--- src/tsus_pkg.sv ---
// ----------------------------------------------------------------------------
// tsus_pkg: shared definitions for the timestamp text parser
// Character codes, field positions, arithmetic constants, calendar tables
// and the sequencer state type.
// ----------------------------------------------------------------------------
package tsus_pkg;

  // Character codes
  localparam logic [7:0] CH_ZERO  = 8'h30;
  localparam logic [7:0] CH_NINE  = 8'h39;
  localparam logic [7:0] CH_DASH  = 8'h2D;
  localparam logic [7:0] CH_SPACE = 8'h20;
  localparam logic [7:0] CH_T     = 8'h54;
  localparam logic [7:0] CH_COLON = 8'h3A;
  localparam logic [7:0] CH_DOT   = 8'h2E;

  // Character positions within one value
  localparam int unsigned POS_W = 5;
  localparam logic [POS_W-1:0] POS_YEAR_HI   = 5'd2;   // third year digit
  localparam logic [POS_W-1:0] POS_YEAR_LAST = 5'd3;
  localparam logic [POS_W-1:0] POS_DASH1     = 5'd4;
  localparam logic [POS_W-1:0] POS_MONTH_END = 5'd6;
  localparam logic [POS_W-1:0] POS_DASH2     = 5'd7;
  localparam logic [POS_W-1:0] POS_DAY_END   = 5'd9;
  localparam logic [POS_W-1:0] POS_SEP       = 5'd10;
  localparam logic [POS_W-1:0] POS_HOUR_END  = 5'd12;
  localparam logic [POS_W-1:0] POS_COLON1    = 5'd13;
  localparam logic [POS_W-1:0] POS_MIN_END   = 5'd15;
  localparam logic [POS_W-1:0] POS_COLON2    = 5'd16;
  localparam logic [POS_W-1:0] POS_SEC_END   = 5'd18;
  localparam logic [POS_W-1:0] POS_DOT       = 5'd19;
  localparam logic [POS_W-1:0] LEN_MIN       = 5'd19;
  localparam logic [POS_W-1:0] LEN_FRAC_MIN  = 5'd21;
  localparam logic [POS_W-1:0] LEN_MAX       = 5'd26;

  // Field widths
  localparam int unsigned YEAR_W = 14;
  localparam int unsigned FLD_W  = 7;
  localparam int unsigned FRAC_W = 20;
  localparam int unsigned TS_W   = 59;

  // Range limits
  localparam logic [FLD_W-1:0] HOUR_MAX  = 7'd23;
  localparam logic [FLD_W-1:0] MIN_MAX   = 7'd59;
  localparam logic [FLD_W-1:0] MONTH_MAX = 7'd12;
  localparam logic [FLD_W-1:0] MONTH_FEB = 7'd2;

  // Shared multiply-add unit
  localparam int unsigned MUL_A_W = 49;
  localparam int unsigned MUL_B_W = 14;
  localparam int unsigned PROD_W  = 64;
  localparam logic [MUL_B_W-1:0] DEC_BASE       = 14'd10;
  localparam logic [MUL_B_W-1:0] DIV100_RECIP   = 14'd5243;  // 2^19 / 100, rounded up
  localparam int unsigned        DIV100_SHIFT   = 19;
  localparam logic [MUL_B_W-1:0] DAYS_PER_YEAR  = 14'd365;
  localparam logic [MUL_B_W-1:0] HOURS_PER_DAY  = 14'd24;
  localparam logic [MUL_B_W-1:0] SIXTY          = 14'd60;
  localparam logic [MUL_B_W-1:0] THOUSAND       = 14'd1000;
  localparam logic [MUL_B_W-1:0] UNIT_B         = 14'd1;
  localparam logic [YEAR_W-1:0]  YEAR_BIAS      = 14'd400;

  // Days from 0000-03-01 (shifted by one 400-year era) to 1970-01-01
  localparam int unsigned LIN_W = 21;
  localparam logic signed [LIN_W-1:0] EPOCH_DAYS = 21'sd865565;

  // Sequencer states, one-hot
  typedef enum logic [11:0] {
    S_IDLE  = 12'b0000_0000_0001,
    S_CHECK = 12'b0000_0000_0010,
    S_CENT  = 12'b0000_0000_0100,
    S_QUAD  = 12'b0000_0000_1000,
    S_DAYS  = 12'b0000_0001_0000,
    S_ADJ   = 12'b0000_0010_0000,
    S_HOUR  = 12'b0000_0100_0000,
    S_MIN   = 12'b0000_1000_0000,
    S_SEC   = 12'b0001_0000_0000,
    S_MS    = 12'b0010_0000_0000,
    S_US    = 12'b0100_0000_0000,
    S_OUT   = 12'b1000_0000_0000
  } state_t;

  // Days in a month of a common year
  function automatic logic [4:0] days_in_month(input logic [3:0] m);
    logic [4:0] d;
    case (m)
      4'd1, 4'd3, 4'd5, 4'd7, 4'd8, 4'd10, 4'd12: d = 5'd31;
      4'd4, 4'd6, 4'd9, 4'd11:                    d = 5'd30;
      4'd2:                                       d = 5'd28;
      default:                                    d = 5'd0;
    endcase
    return d;
  endfunction

  // Days before the month in a year that starts in March
  function automatic logic [8:0] days_before_month(input logic [3:0] m);
    logic [8:0] d;
    case (m)
      4'd3:    d = 9'd0;
      4'd4:    d = 9'd31;
      4'd5:    d = 9'd61;
      4'd6:    d = 9'd92;
      4'd7:    d = 9'd122;
      4'd8:    d = 9'd153;
      4'd9:    d = 9'd184;
      4'd10:   d = 9'd214;
      4'd11:   d = 9'd245;
      4'd12:   d = 9'd275;
      4'd1:    d = 9'd306;
      4'd2:    d = 9'd337;
      default: d = 9'd0;
    endcase
    return d;
  endfunction

  // Microsecond weight of a fraction digit by its character position
  function automatic logic [16:0] frac_weight(input logic [POS_W-1:0] p);
    logic [16:0] w;
    case (p)
      5'd20:   w = 17'd100000;
      5'd21:   w = 17'd10000;
      5'd22:   w = 17'd1000;
      5'd23:   w = 17'd100;
      5'd24:   w = 17'd10;
      5'd25:   w = 17'd1;
      default: w = 17'd0;
    endcase
    return w;
  endfunction

endpackage

--- src/timestamp_text_to_microseconds.sv ---
// ----------------------------------------------------------------------------
// timestamp_text_to_microseconds: streaming timestamp text parser
// Checks "YYYY-MM-DD[ T]hh:mm:ss[.f{1,6}]" one character at a time and
// converts it to signed microseconds since 1970-01-01 00:00:00.
// ----------------------------------------------------------------------------
// Usage:
//   Input channel (in_valid/in_ready): one character per request, with
//   in_last_char set on the final character of a value. Characters other
//   than the last are taken one per cycle while idle and produce no result.
//   Output channel (out_valid/out_ready): one result per value, a valid flag
//   and the timestamp (zero when the text is malformed).
// Sequencing:
//   After the final character the block runs a check step and, for a
//   well-formed value, nine steps of one shared multiply-add unit (day
//   count, hours, minutes, seconds, scaling to microseconds). A malformed
//   value goes from the check step straight to the result. The block takes
//   no character of the next value until the result has been taken.
// Reset: rst_n clears the sequencer and the per-value state; the block then
//   waits for the first character.
// Stall: while a result waits for out_ready, in_ready stays low.
// ----------------------------------------------------------------------------
module timestamp_text_to_microseconds
  import tsus_pkg::*;
(
  input  logic                   clk,
  input  logic                   rst_n,
  input  logic                   in_valid,
  output logic                   in_ready,
  input  logic [7:0]             in_char_code,
  input  logic                   in_last_char,
  output logic                   out_valid,
  input  logic                   out_ready,
  output logic                   out_valid_res,
  output logic signed [TS_W-1:0] out_timestamp_us
);

  state_t state_r, state_nxt;

  // Per-value parse state
  logic [POS_W-1:0]  pos_r, pos_nxt;
  logic              bad_r, bad_nxt;
  logic [YEAR_W-1:0] year_r, year_nxt;
  logic [FLD_W-1:0]  month_r, month_nxt;
  logic [FLD_W-1:0]  day_r, day_nxt;
  logic [FLD_W-1:0]  hour_r, hour_nxt;
  logic [FLD_W-1:0]  minute_r, minute_nxt;
  logic [FLD_W-1:0]  second_r, second_nxt;
  logic [FRAC_W-1:0] frac_r, frac_nxt;
  logic [1:0]        cent_lo_r, cent_lo_nxt;   // year / 100, low two bits
  logic              zz_r, zz_nxt;             // last two year digits are zero

  // Datapath registers
  logic signed [LIN_W-1:0] lin_r;
  logic [6:0]              cent_r;
  logic [4:0]              quad_r;
  logic signed [TS_W-1:0]  acc_r;
  logic                    out_res_r;
  logic signed [TS_W-1:0]  out_ts_r;

  logic in_acc, out_acc;
  assign in_ready  = (state_r == S_IDLE);
  assign out_valid = (state_r == S_OUT);
  assign in_acc    = in_valid & in_ready;
  assign out_acc   = out_valid & out_ready;
  assign out_valid_res    = out_res_r;
  assign out_timestamp_us = out_ts_r;

  // Character absorb: form check and decimal accumulation
  logic        is_digit, char_ok;
  logic [3:0]  dval;
  logic [17:0] year_mul;
  logic [10:0] fld_mul;
  logic [FLD_W-1:0] fld_cur;
  logic [33:0] frac_add;

  always_comb begin
    is_digit    = (in_char_code >= CH_ZERO) && (in_char_code <= CH_NINE);
    dval        = 4'(in_char_code - CH_ZERO);
    year_nxt    = year_r;
    month_nxt   = month_r;
    day_nxt     = day_r;
    hour_nxt    = hour_r;
    minute_nxt  = minute_r;
    second_nxt  = second_r;
    frac_nxt    = frac_r;
    cent_lo_nxt = cent_lo_r;
    zz_nxt      = zz_r;
    char_ok     = 1'b0;
    year_mul    = 18'(year_r) * 18'(DEC_BASE) + 18'(dval);
    if (pos_r <= POS_MONTH_END)     fld_cur = month_r;
    else if (pos_r <= POS_DAY_END)  fld_cur = day_r;
    else if (pos_r <= POS_HOUR_END) fld_cur = hour_r;
    else if (pos_r <= POS_MIN_END)  fld_cur = minute_r;
    else                            fld_cur = second_r;
    fld_mul  = 11'(fld_cur) * 11'(DEC_BASE) + 11'(dval);
    frac_add = 34'(frac_r) + 34'(dval) * 34'(frac_weight(pos_r));

    if (pos_r >= LEN_MAX) begin
      char_ok = 1'b0;
    end else if (pos_r <= POS_YEAR_LAST) begin
      char_ok = is_digit;
      if (is_digit) year_nxt = year_mul[YEAR_W-1:0];
      // century low bits and trailing-zero tracking for the leap rule
      if (pos_r == POS_YEAR_HI) begin
        cent_lo_nxt = year_r[1:0];
        zz_nxt      = (in_char_code == CH_ZERO);
      end else if (pos_r == POS_YEAR_LAST) begin
        zz_nxt = zz_r & (in_char_code == CH_ZERO);
      end
    end else if (pos_r == POS_DASH1 || pos_r == POS_DASH2) begin
      char_ok = (in_char_code == CH_DASH);
    end else if (pos_r <= POS_MONTH_END) begin
      char_ok = is_digit;
      if (is_digit) month_nxt = fld_mul[FLD_W-1:0];
    end else if (pos_r <= POS_DAY_END) begin
      char_ok = is_digit;
      if (is_digit) day_nxt = fld_mul[FLD_W-1:0];
    end else if (pos_r == POS_SEP) begin
      char_ok = (in_char_code == CH_SPACE) || (in_char_code == CH_T);
    end else if (pos_r == POS_COLON1 || pos_r == POS_COLON2) begin
      char_ok = (in_char_code == CH_COLON);
    end else if (pos_r <= POS_HOUR_END) begin
      char_ok = is_digit;
      if (is_digit) hour_nxt = fld_mul[FLD_W-1:0];
    end else if (pos_r <= POS_MIN_END) begin
      char_ok = is_digit;
      if (is_digit) minute_nxt = fld_mul[FLD_W-1:0];
    end else if (pos_r <= POS_SEC_END) begin
      char_ok = is_digit;
      if (is_digit) second_nxt = fld_mul[FLD_W-1:0];
    end else if (pos_r == POS_DOT) begin
      char_ok = (in_char_code == CH_DOT);
    end else begin
      char_ok = is_digit;
      if (is_digit) frac_nxt = frac_add[FRAC_W-1:0];
    end

    pos_nxt = (pos_r >= LEN_MAX) ? pos_r : pos_r + 5'd1;
    bad_nxt = bad_r | ~char_ok;
  end

  // Value check on the complete text
  logic       leap, mon_ok, day_ok, time_ok, len_ok, val_ok;
  logic [4:0] day_lim;

  always_comb begin
    leap    = ((year_r[1:0] == 2'd0) && !zz_r) || (zz_r && (cent_lo_r == 2'd0));
    mon_ok  = (month_r != '0) && (month_r <= MONTH_MAX);
    day_lim = days_in_month(month_r[3:0]) + 5'((month_r == MONTH_FEB) && leap);
    day_ok  = (day_r != '0) && (day_r <= 7'(day_lim));
    time_ok = (hour_r <= HOUR_MAX) && (minute_r <= MIN_MAX) && (second_r <= MIN_MAX);
    len_ok  = (pos_r == LEN_MIN) || ((pos_r >= LEN_FRAC_MIN) && (pos_r <= LEN_MAX));
    val_ok  = !bad_r && len_ok && mon_ok && day_ok && time_ok;
  end

  // Shifted year, day of year and the linear part of the day count
  logic [YEAR_W-1:0]       yy;
  logic [8:0]              doy;
  logic signed [LIN_W-1:0] lin_val;

  always_comb begin
    yy      = year_r + YEAR_BIAS - YEAR_W'(month_r <= MONTH_FEB);
    doy     = days_before_month(month_r[3:0]) + 9'(day_r) - 9'd1;
    lin_val = $signed({9'd0, yy[YEAR_W-1:2]}) + $signed({12'd0, doy}) - EPOCH_DAYS;
  end

  // Shared multiply-add unit: acc_nxt = base + a * b
  logic signed [MUL_A_W-1:0] mul_a;
  logic [MUL_B_W-1:0]        mul_b;
  logic signed [TS_W-1:0]    base;
  logic signed [PROD_W-1:0]  prod;
  logic signed [TS_W-1:0]    acc_nxt;
  logic signed [7:0]         adj;

  always_comb begin
    adj   = $signed({3'd0, quad_r}) - $signed({1'b0, cent_r});
    mul_a = MUL_A_W'(acc_r);
    mul_b = UNIT_B;
    base  = '0;
    case (state_r)
      S_CENT: begin
        mul_a = $signed(MUL_A_W'(yy));
        mul_b = DIV100_RECIP;
      end
      S_QUAD: begin
        mul_a = $signed(MUL_A_W'(yy[YEAR_W-1:2]));
        mul_b = DIV100_RECIP;
      end
      S_DAYS: begin
        mul_a = $signed(MUL_A_W'(yy));
        mul_b = DAYS_PER_YEAR;
        base  = TS_W'(lin_r);
      end
      S_ADJ: begin
        mul_a = MUL_A_W'(adj);
        mul_b = UNIT_B;
        base  = acc_r;
      end
      S_HOUR: begin
        mul_b = HOURS_PER_DAY;
        base  = $signed(TS_W'(hour_r));
      end
      S_MIN: begin
        mul_b = SIXTY;
        base  = $signed(TS_W'(minute_r));
      end
      S_SEC: begin
        mul_b = SIXTY;
        base  = $signed(TS_W'(second_r));
      end
      S_MS: begin
        mul_b = THOUSAND;
      end
      S_US: begin
        mul_b = THOUSAND;
        base  = $signed(TS_W'(frac_r));
      end
      default: begin
        mul_b = UNIT_B;
      end
    endcase
    prod    = PROD_W'(mul_a) * $signed(PROD_W'(mul_b));
    acc_nxt = base + prod[TS_W-1:0];
  end

  // Sequencer
  always_comb begin
    state_nxt = state_r;
    case (state_r)
      S_IDLE:  if (in_acc && in_last_char) state_nxt = S_CHECK;
      S_CHECK: state_nxt = val_ok ? S_CENT : S_OUT;
      S_CENT:  state_nxt = S_QUAD;
      S_QUAD:  state_nxt = S_DAYS;
      S_DAYS:  state_nxt = S_ADJ;
      S_ADJ:   state_nxt = S_HOUR;
      S_HOUR:  state_nxt = S_MIN;
      S_MIN:   state_nxt = S_SEC;
      S_SEC:   state_nxt = S_MS;
      S_MS:    state_nxt = S_US;
      S_US:    state_nxt = S_OUT;
      S_OUT:   if (out_ready) state_nxt = S_IDLE;
      default: state_nxt = S_IDLE;
    endcase
  end

  // Control and per-value state
  always_ff @(posedge clk) begin
    if (!rst_n || out_acc) begin
      state_r   <= (!rst_n) ? S_IDLE : state_nxt;
      pos_r     <= '0;
      bad_r     <= 1'b0;
      year_r    <= '0;
      month_r   <= '0;
      day_r     <= '0;
      hour_r    <= '0;
      minute_r  <= '0;
      second_r  <= '0;
      frac_r    <= '0;
      cent_lo_r <= '0;
      zz_r      <= 1'b0;
    end else begin
      state_r <= state_nxt;
      if (in_acc) begin
        pos_r     <= pos_nxt;
        bad_r     <= bad_nxt;
        year_r    <= year_nxt;
        month_r   <= month_nxt;
        day_r     <= day_nxt;
        hour_r    <= hour_nxt;
        minute_r  <= minute_nxt;
        second_r  <= second_nxt;
        frac_r    <= frac_nxt;
        cent_lo_r <= cent_lo_nxt;
        zz_r      <= zz_nxt;
      end
    end
  end

  // Datapath and result registers
  always_ff @(posedge clk) begin
    case (state_r)
      S_CHECK: begin
        lin_r     <= lin_val;
        out_res_r <= 1'b0;
        out_ts_r  <= '0;
      end
      S_CENT:  cent_r <= prod[DIV100_SHIFT+6:DIV100_SHIFT];
      S_QUAD:  quad_r <= prod[DIV100_SHIFT+4:DIV100_SHIFT];
      S_US: begin
        out_res_r <= 1'b1;
        out_ts_r  <= acc_nxt;
      end
      default: acc_r <= acc_nxt;
    endcase
  end

endmodule

--- config.mk ---
export PLATFORM = sky130hd
export DESIGN_NAME = timestamp_text_to_microseconds
export DESIGN_NICKNAME = d
export VERILOG_FILES = /design/src/tsus_pkg.sv /design/src/timestamp_text_to_microseconds.sv
export SDC_FILE = /design/constraint.sdc
export NUM_CORES = 2
export LEC_CHECK = 0
export ABC_CLOCK_PERIOD_IN_PS = 32700
export BUFFER_PORTS_ARGS = -buffer_cell sky130_fd_sc_hd__buf_2
export CAP_MARGIN = 20
export CORE_MARGIN = 1.5
export CORE_UTILIZATION = 34
export CTS_CLUSTER_SIZE = 16
export DETAILED_ROUTE_END_ITERATION = 8
export PLACE_DENSITY_LB_ADDON = 0.2
export SYNTH_ARGS = -nofsm -noshare
export SYNTH_HDL_FRONTEND = slang
export SYNTH_SLANG_ARGS = --single-unit
--- constraint.sdc ---
create_clock -name clk -period 32.7 [get_ports clk]
set_input_delay 6.54 -clock clk [delete_from_list [all_inputs] [get_ports clk]]
set_output_delay 6.54 -clock clk [all_outputs]
set_load 0.1 [all_outputs]
Word-level counts from Yosys, hierarchy flattened
Memories as Yosys holds them, arrays and structs flattened. A register that Yosys moved wholly into a read port is not among the register bits.
Cells that the tools add are included.
W data, S select, Z words.
{"block": "word_totals", "reg_bits": 242, "memories": 2, "output_inout_bits": 62, "romBits": 224}
{"memory": "(no name shown)", "depth": 16, "word_bits": 9, "rd": 1, "rd_ports_with_merged_regs": 1, "wr": 0, "line": "tsus_pkg.sv:97", "source": "case (m)"}
{"memory": "(no name shown)", "depth": 16, "word_bits": 5, "rd": 1, "rd_ports_with_merged_regs": 1, "wr": 0, "line": "tsus_pkg.sv:85", "source": "case (m)"}
{"block": "classes", "n_bitwise": 16, "n_reduce_logical": 44, "n_eq_ne": 33, "n_lt_le_gt_ge": 17, "n_mux": 33, "mul": 4, "add_sub_neg": 14}
{"operator": "$pmux W59 S6", "count": 1}
{"operator": "$pmux W49 S3", "count": 1}
{"operator": "$pmux W12 S12", "count": 1}
{"operator": "$pmux W59 S2", "count": 1}
{"operator": "$pmux W17 S6", "count": 1}
{"operator": "$pmux W13 S5", "count": 1}
{"operator": "$mux W12", "count": 5}
{"operator": "$add A59 B59 Y59", "count": 1}
{"operator": "$mul A49 B14 Y59", "count": 1}
{"operator": "$eq A5 B5 Y1 const B", "count": 8}
{"operator": "$eq A8 B6 Y1 const B", "count": 5}
{"operator": "$mux W7", "count": 4}
{"operator": "$sub A13 B20 Y21 const B", "count": 1}
{"operator": "$add A20 B20 Y20", "count": 1}
{"operator": "$mul A4 B17 Y20", "count": 1}
{"operator": "$mux W4", "count": 4}
{"operator": "$le A5 B4 Y1 const B", "count": 3}
{"operator": "$add A14 B4 Y14", "count": 1}
{"operator": "$add A14 B9 Y14 const B", "count": 1}
{"operator": "$le A7 B6 Y1 const B", "count": 2}
{"operator": "$logic_and A1 B1 Y1", "count": 14}
{"operator": "$mul A14 B3 Y13 const B", "count": 1}
{"operator": "$reduce_bool A7 Y1", "count": 2}
{"operator": "$sub A14 B1 Y14", "count": 1}
{"operator": "55 further kinds", "count": 99}

Longest topological paths before layout
{"block": "depth", "word_depth": 15, "depth_mapped": 52}

Worst setup path before layout
OpenSTA, ideal clock, no wires.
{"block": "synth_timing", "path_kind": "flip-flop to flip-flop", "startpoint": "register month_r[4]", "endpoint": "register out_ts_r[58] (netlist: out_timestamp_us[58]) (data pin)", "setup_slack_ns": 21.793, "path_stages_with_launch": 51, "synth_period_minus_slack_ns": 10.907, "arrival_ns": 10.653, "setup_time_ns": 0.255, "path_cell_list": "dfxtp_1 -> nor3_1 -> nand2_1 -> a21oi_1 -> ha_1 -> inv_1 -> ha_1 -> inv_1 -> fa_1 -> inv_1 -> a21oi_1 -> o21ai_0 -> a211oi_1 -> o21ai_0 -> a211o_1 -> a211oi_1 -> o221ai_1 -> o21ai_0 -> (+15 left out) -> o21ai_0 -> a311oi_1 -> o21ai_0 -> o21ai_0 -> a21oi_1 -> a31oi_1 -> xnor2_1 -> ha_1 -> clkbuf_1 -> a21oi_1 -> a21boi_0 -> o21ai_0 -> a21oi_1 -> o21a_1 -> a2111oi_2 -> o22ai_1 -> xnor2_1 -> and2_1"}
{"block": "synth_between", "elab_chain_cells": 6}
{"item": "from (decl)", "line": "timestamp_text_to_microseconds.sv:43", "source": "logic [FLD_W-1:0] month_r, month_nxt;"}
{"item": "from (signal assigned)", "line": "timestamp_text_to_microseconds.sv:267", "source": "month_r <= month_nxt;"}
{"item": "$le A7 B2 Y1", "line": "timestamp_text_to_microseconds.sv:162", "source": "yy = year_r + YEAR_BIAS - YEAR_W'(month_r <= MONTH_FEB);"}
{"item": "$sub A14 B1 Y14", "line": "timestamp_text_to_microseconds.sv:162"}
{"item": "$pmux W49 S3", "line": "timestamp_text_to_microseconds.sv:180", "source": "case (state_r)"}
{"item": "$mul A49 B14 Y59", "line": "timestamp_text_to_microseconds.sv:222", "source": "prod = PROD_W'(mul_a) * $signed(PROD_W'(mul_b));"}
{"item": "$add A59 B59 Y59", "line": "timestamp_text_to_microseconds.sv:223", "source": "acc_nxt = base + prod[TS_W-1:0];"}
{"item": "via acc_nxt[58]", "line": "timestamp_text_to_microseconds.sv:172", "source": "logic signed [TS_W-1:0] acc_nxt;"}
{"item": "$pmux W59 S2", "line": "timestamp_text_to_microseconds.sv:281", "source": "case (state_r)"}
{"item": "to (signal assigned)", "line": "timestamp_text_to_microseconds.sv:291", "source": "out_ts_r <= acc_nxt;"}
{"item": "to (decl)", "line": "timestamp_text_to_microseconds.sv:58", "source": "logic signed [TS_W-1:0] out_ts_r;"}
The timed path passes the listed nets, and every way through them passes these cells.
A chain may end at the register's enable or synchronous reset.

Worst setup path in the final report
{"block": "layout_timing", "startpoint": "register month_r[6]", "endpoint": "register out_ts_r[58] (netlist: out_timestamp_us[58]) (data pin)"}
The elaborated chain is that of the path after synthesis.

==> metrics.cfg <==
[place]
post-place-ws_ns=19.53
hpwl_um=90000
dp_cells=5717
io_buffer_count=74
finalWeightedCongestion=0.912

[floorplanning]
die_y_um=334
coreArea_mm2=0.109
design.die.area_mm2=0.112
initial_utilization=0.343
core.rowCount=121
chipWidth_um=334
ioPinCount=75

[clock_network]
cts_tree=yes
clkLatencyLatePin_ns=0.61
htreeDepth=2
cts.hold.buffers_added=0
clkSinkCount=246
cts_buffers=36
root_buffer=clkbuf_16
path_clk_slew_ns=0.06
cts_resized=0
postCtsSetupRepairBufs=0
cts_buffer_depth=3

[final_layout]
final_util=0.375
fin_cells=5787
drive_gt1_frac=0.0588
syn_to_final_growth_pct=9.41
nets=5212

[hold_path]
whs_endpoint=cent_lo_r[1]$_SDFFE_PN0P_
min_path_cells=2
hold_path_class=reg -> reg
hp-start=cent_lo_r[1]$_SDFFE_PN0P_

[timing]
post-route-period-util=0.411
final_hold_viol_count=0
setup-tns-final_ns=0
drv_slew=0
clock.fmax_mhz=74.4
period_minus_slack_ns=13.44
worst_slew_pin_slew_ns=1.16
whs_ns=0.455
setup_violations=0
fin_ws_ns=19.26
slew-limit-headroom=0.226
rsz0062_at_grt=false
skew_ns=0.0479

[setup_path]
r2r-start=month_r[6]$_SDFFE_PN0P_
cp-end-kind=register
reg2reg_depth=47
reg2reg_to=out_timestamp_us[58]$_SDFFCE_PN0P_
cp.arrival_ns=13.76
crit_type=reg -> reg
crit_slowest_cell=a311oi_1
slowest_delay_ns=0.78
r2r_slack_ns=19.26
start_kind=register
cp.required_ns=33.03
crit_path_max_fanout=7

[synthesis]
netlist_instances=4256
synth_top_area_cell=fa_1
syn_area_per_cell_um2=8.77
yosys-top-cells-count=inv_1 (772), fa_1 (538), nand2_1 (344), ha_1 (320), nor2_1 (311)
synthTopCellsByArea=fa_1 (29%), edfxtp_1 (12%), ha_1 (11%), inv_1 (7.8%), dfxtp_1 (5.5%)
synthArstFlopShare=0
yosysSeqAreaShare=0.170
yosysTopAreaCellShare=0.288
synth_area_mm2=0.0373
ys_ff_latch=246
yosysWarningCount=0
synthMostInstantiatedCell=inv_1
synthDistinctLibCells=94
synth_edf_count=144
synth_flop_cell=edfxtp_1

[pwr]
power_density_mw_per_mm2=65.6
p_leak_uw=0.0196
irDropWorstVdd_mv=0.0603

[drt]
viasPerCell=5.09
via_count=29400
drt-pass1-iter-count=7
drt_iter0_markers=2209
drcViolationCount=0
drt-total-wl_um=111000
ant_nets=0
wire_per_inst_um=19.2

[grt]
grt_max_degree=76
grt_use_total=0.204
grt_pass1_vias=30200
grt_pass1_wl_um=178000
antenna_found_initial=4
gr-total-overflow=0

[run_status]
run_status=completed

[flow_run]
maxCapViolations=0

## area by class of cell
cell class / count / area (µm²)
antenna: 4 / 10.0
clock buffer: 40 / 968
clock inverter: 26 / 325
fill: 11200 / 68000
inverter: 775 / 2910
multi-input combinational: 3177 / 27900
sequential: 246 / 6370
tap: 1414 / 1770
timing repair buffer: 105 / 603
## registers in the layout, summed over array words and instances, names as in the netlist, 2 cells and up, named ones only
| register | count |
|---|---|
| acc_r | 59 |
| cent_lo_r | 2 |
| cent_r | 7 |
| day_r | 7 |
| frac_r | 20 |
| hour_r | 7 |
| lin_r | 13 |
| minute_r | 7 |
| month_r | 7 |
| out_timestamp_us | 59 |
| pos_r | 5 |
| quad_r | 5 |
| second_r | 7 |
| state_r | 12 |
| year_r | 14 |
## how the worst max path moves through the flow
stage                                  startpoint                                  to  cells after the start
after floorplan           month_r[4]$_SDFFE_PN0P_  out_timestamp_us[58]$_SDFFCE_PN0P_                     50
after global placement    month_r[4]$_SDFFE_PN0P_  out_timestamp_us[58]$_SDFFCE_PN0P_                     47
after detailed placement  month_r[4]$_SDFFE_PN0P_  out_timestamp_us[58]$_SDFFCE_PN0P_                     47
after CTS                 month_r[4]$_SDFFE_PN0P_  out_timestamp_us[58]$_SDFFCE_PN0P_                     47
after global routing      month_r[4]$_SDFFE_PN0P_  out_timestamp_us[58]$_SDFFCE_PN0P_                     49
final                     month_r[6]$_SDFFE_PN0P_  out_timestamp_us[58]$_SDFFCE_PN0P_                     47
## stage by stage
step / cell area, µm² / power, µW
6_report: 40900 / 2680
2_1_floorplan: 37700 / 1690
3_5_place_dp: 39600 / 2230
3_3_place_gp: 39600 / 2240
4_1_cts: 40800 / 2680
5_1_grt: 40800 / 2890
## worst max-delay path, delay by kind of cell, from the launching register on
kind                       cells  cell delay [ns]
AOI/OAI and AO/OA             19             6.32
and+or+nand+nor                8             1.60
buffers and inverters          7             0.36
adders and majority gates     11             4.25
xor gates and xnor gates       2             0.29
DFF                            1             0.31
## layout by cell type (no fill, tap or decap), types with 62 or more instances in the layout
master and count:
inv_1 771, fa_1 538, nand2_1 343, ha_1 320, nor2_1 307, o21ai_0 300
a21oi_1 242, edfxtp_1 144, xnor2_1 128, conb_1 105, dfxtp_1 102, and2_1 89
a21o_1 76, buf_2 74, xor2_1 62
## cell families after synthesis
family                     synth area share
DFF                                   0.170
adders and majority gates             0.396
other                              0.000201
AOI/OAI and AO/OA                     0.147
xor gates and xnor gates             0.0452
buffers and inverters                0.0945
muxes                               0.00697
and+or+nand+nor                       0.140
## metal layers
layer	vias up	global-route usage	wire, µm
li1	14000	-	-
met1	14600	0.304	54400
met2	692	0.316	49100
met3	101	0.0262	5880
met4	0	0.0400	1910
met5	-	0	0
## report_power, final
group	switching, µW	internal (µW)	leakage, µW
sequential	87.8	423	0.00230
combinational	1140	607	0.0167
clock	183	245	0.000616
total	1410	1270	0.0196
No activity file was read; power rests on OpenSTA's default activity.
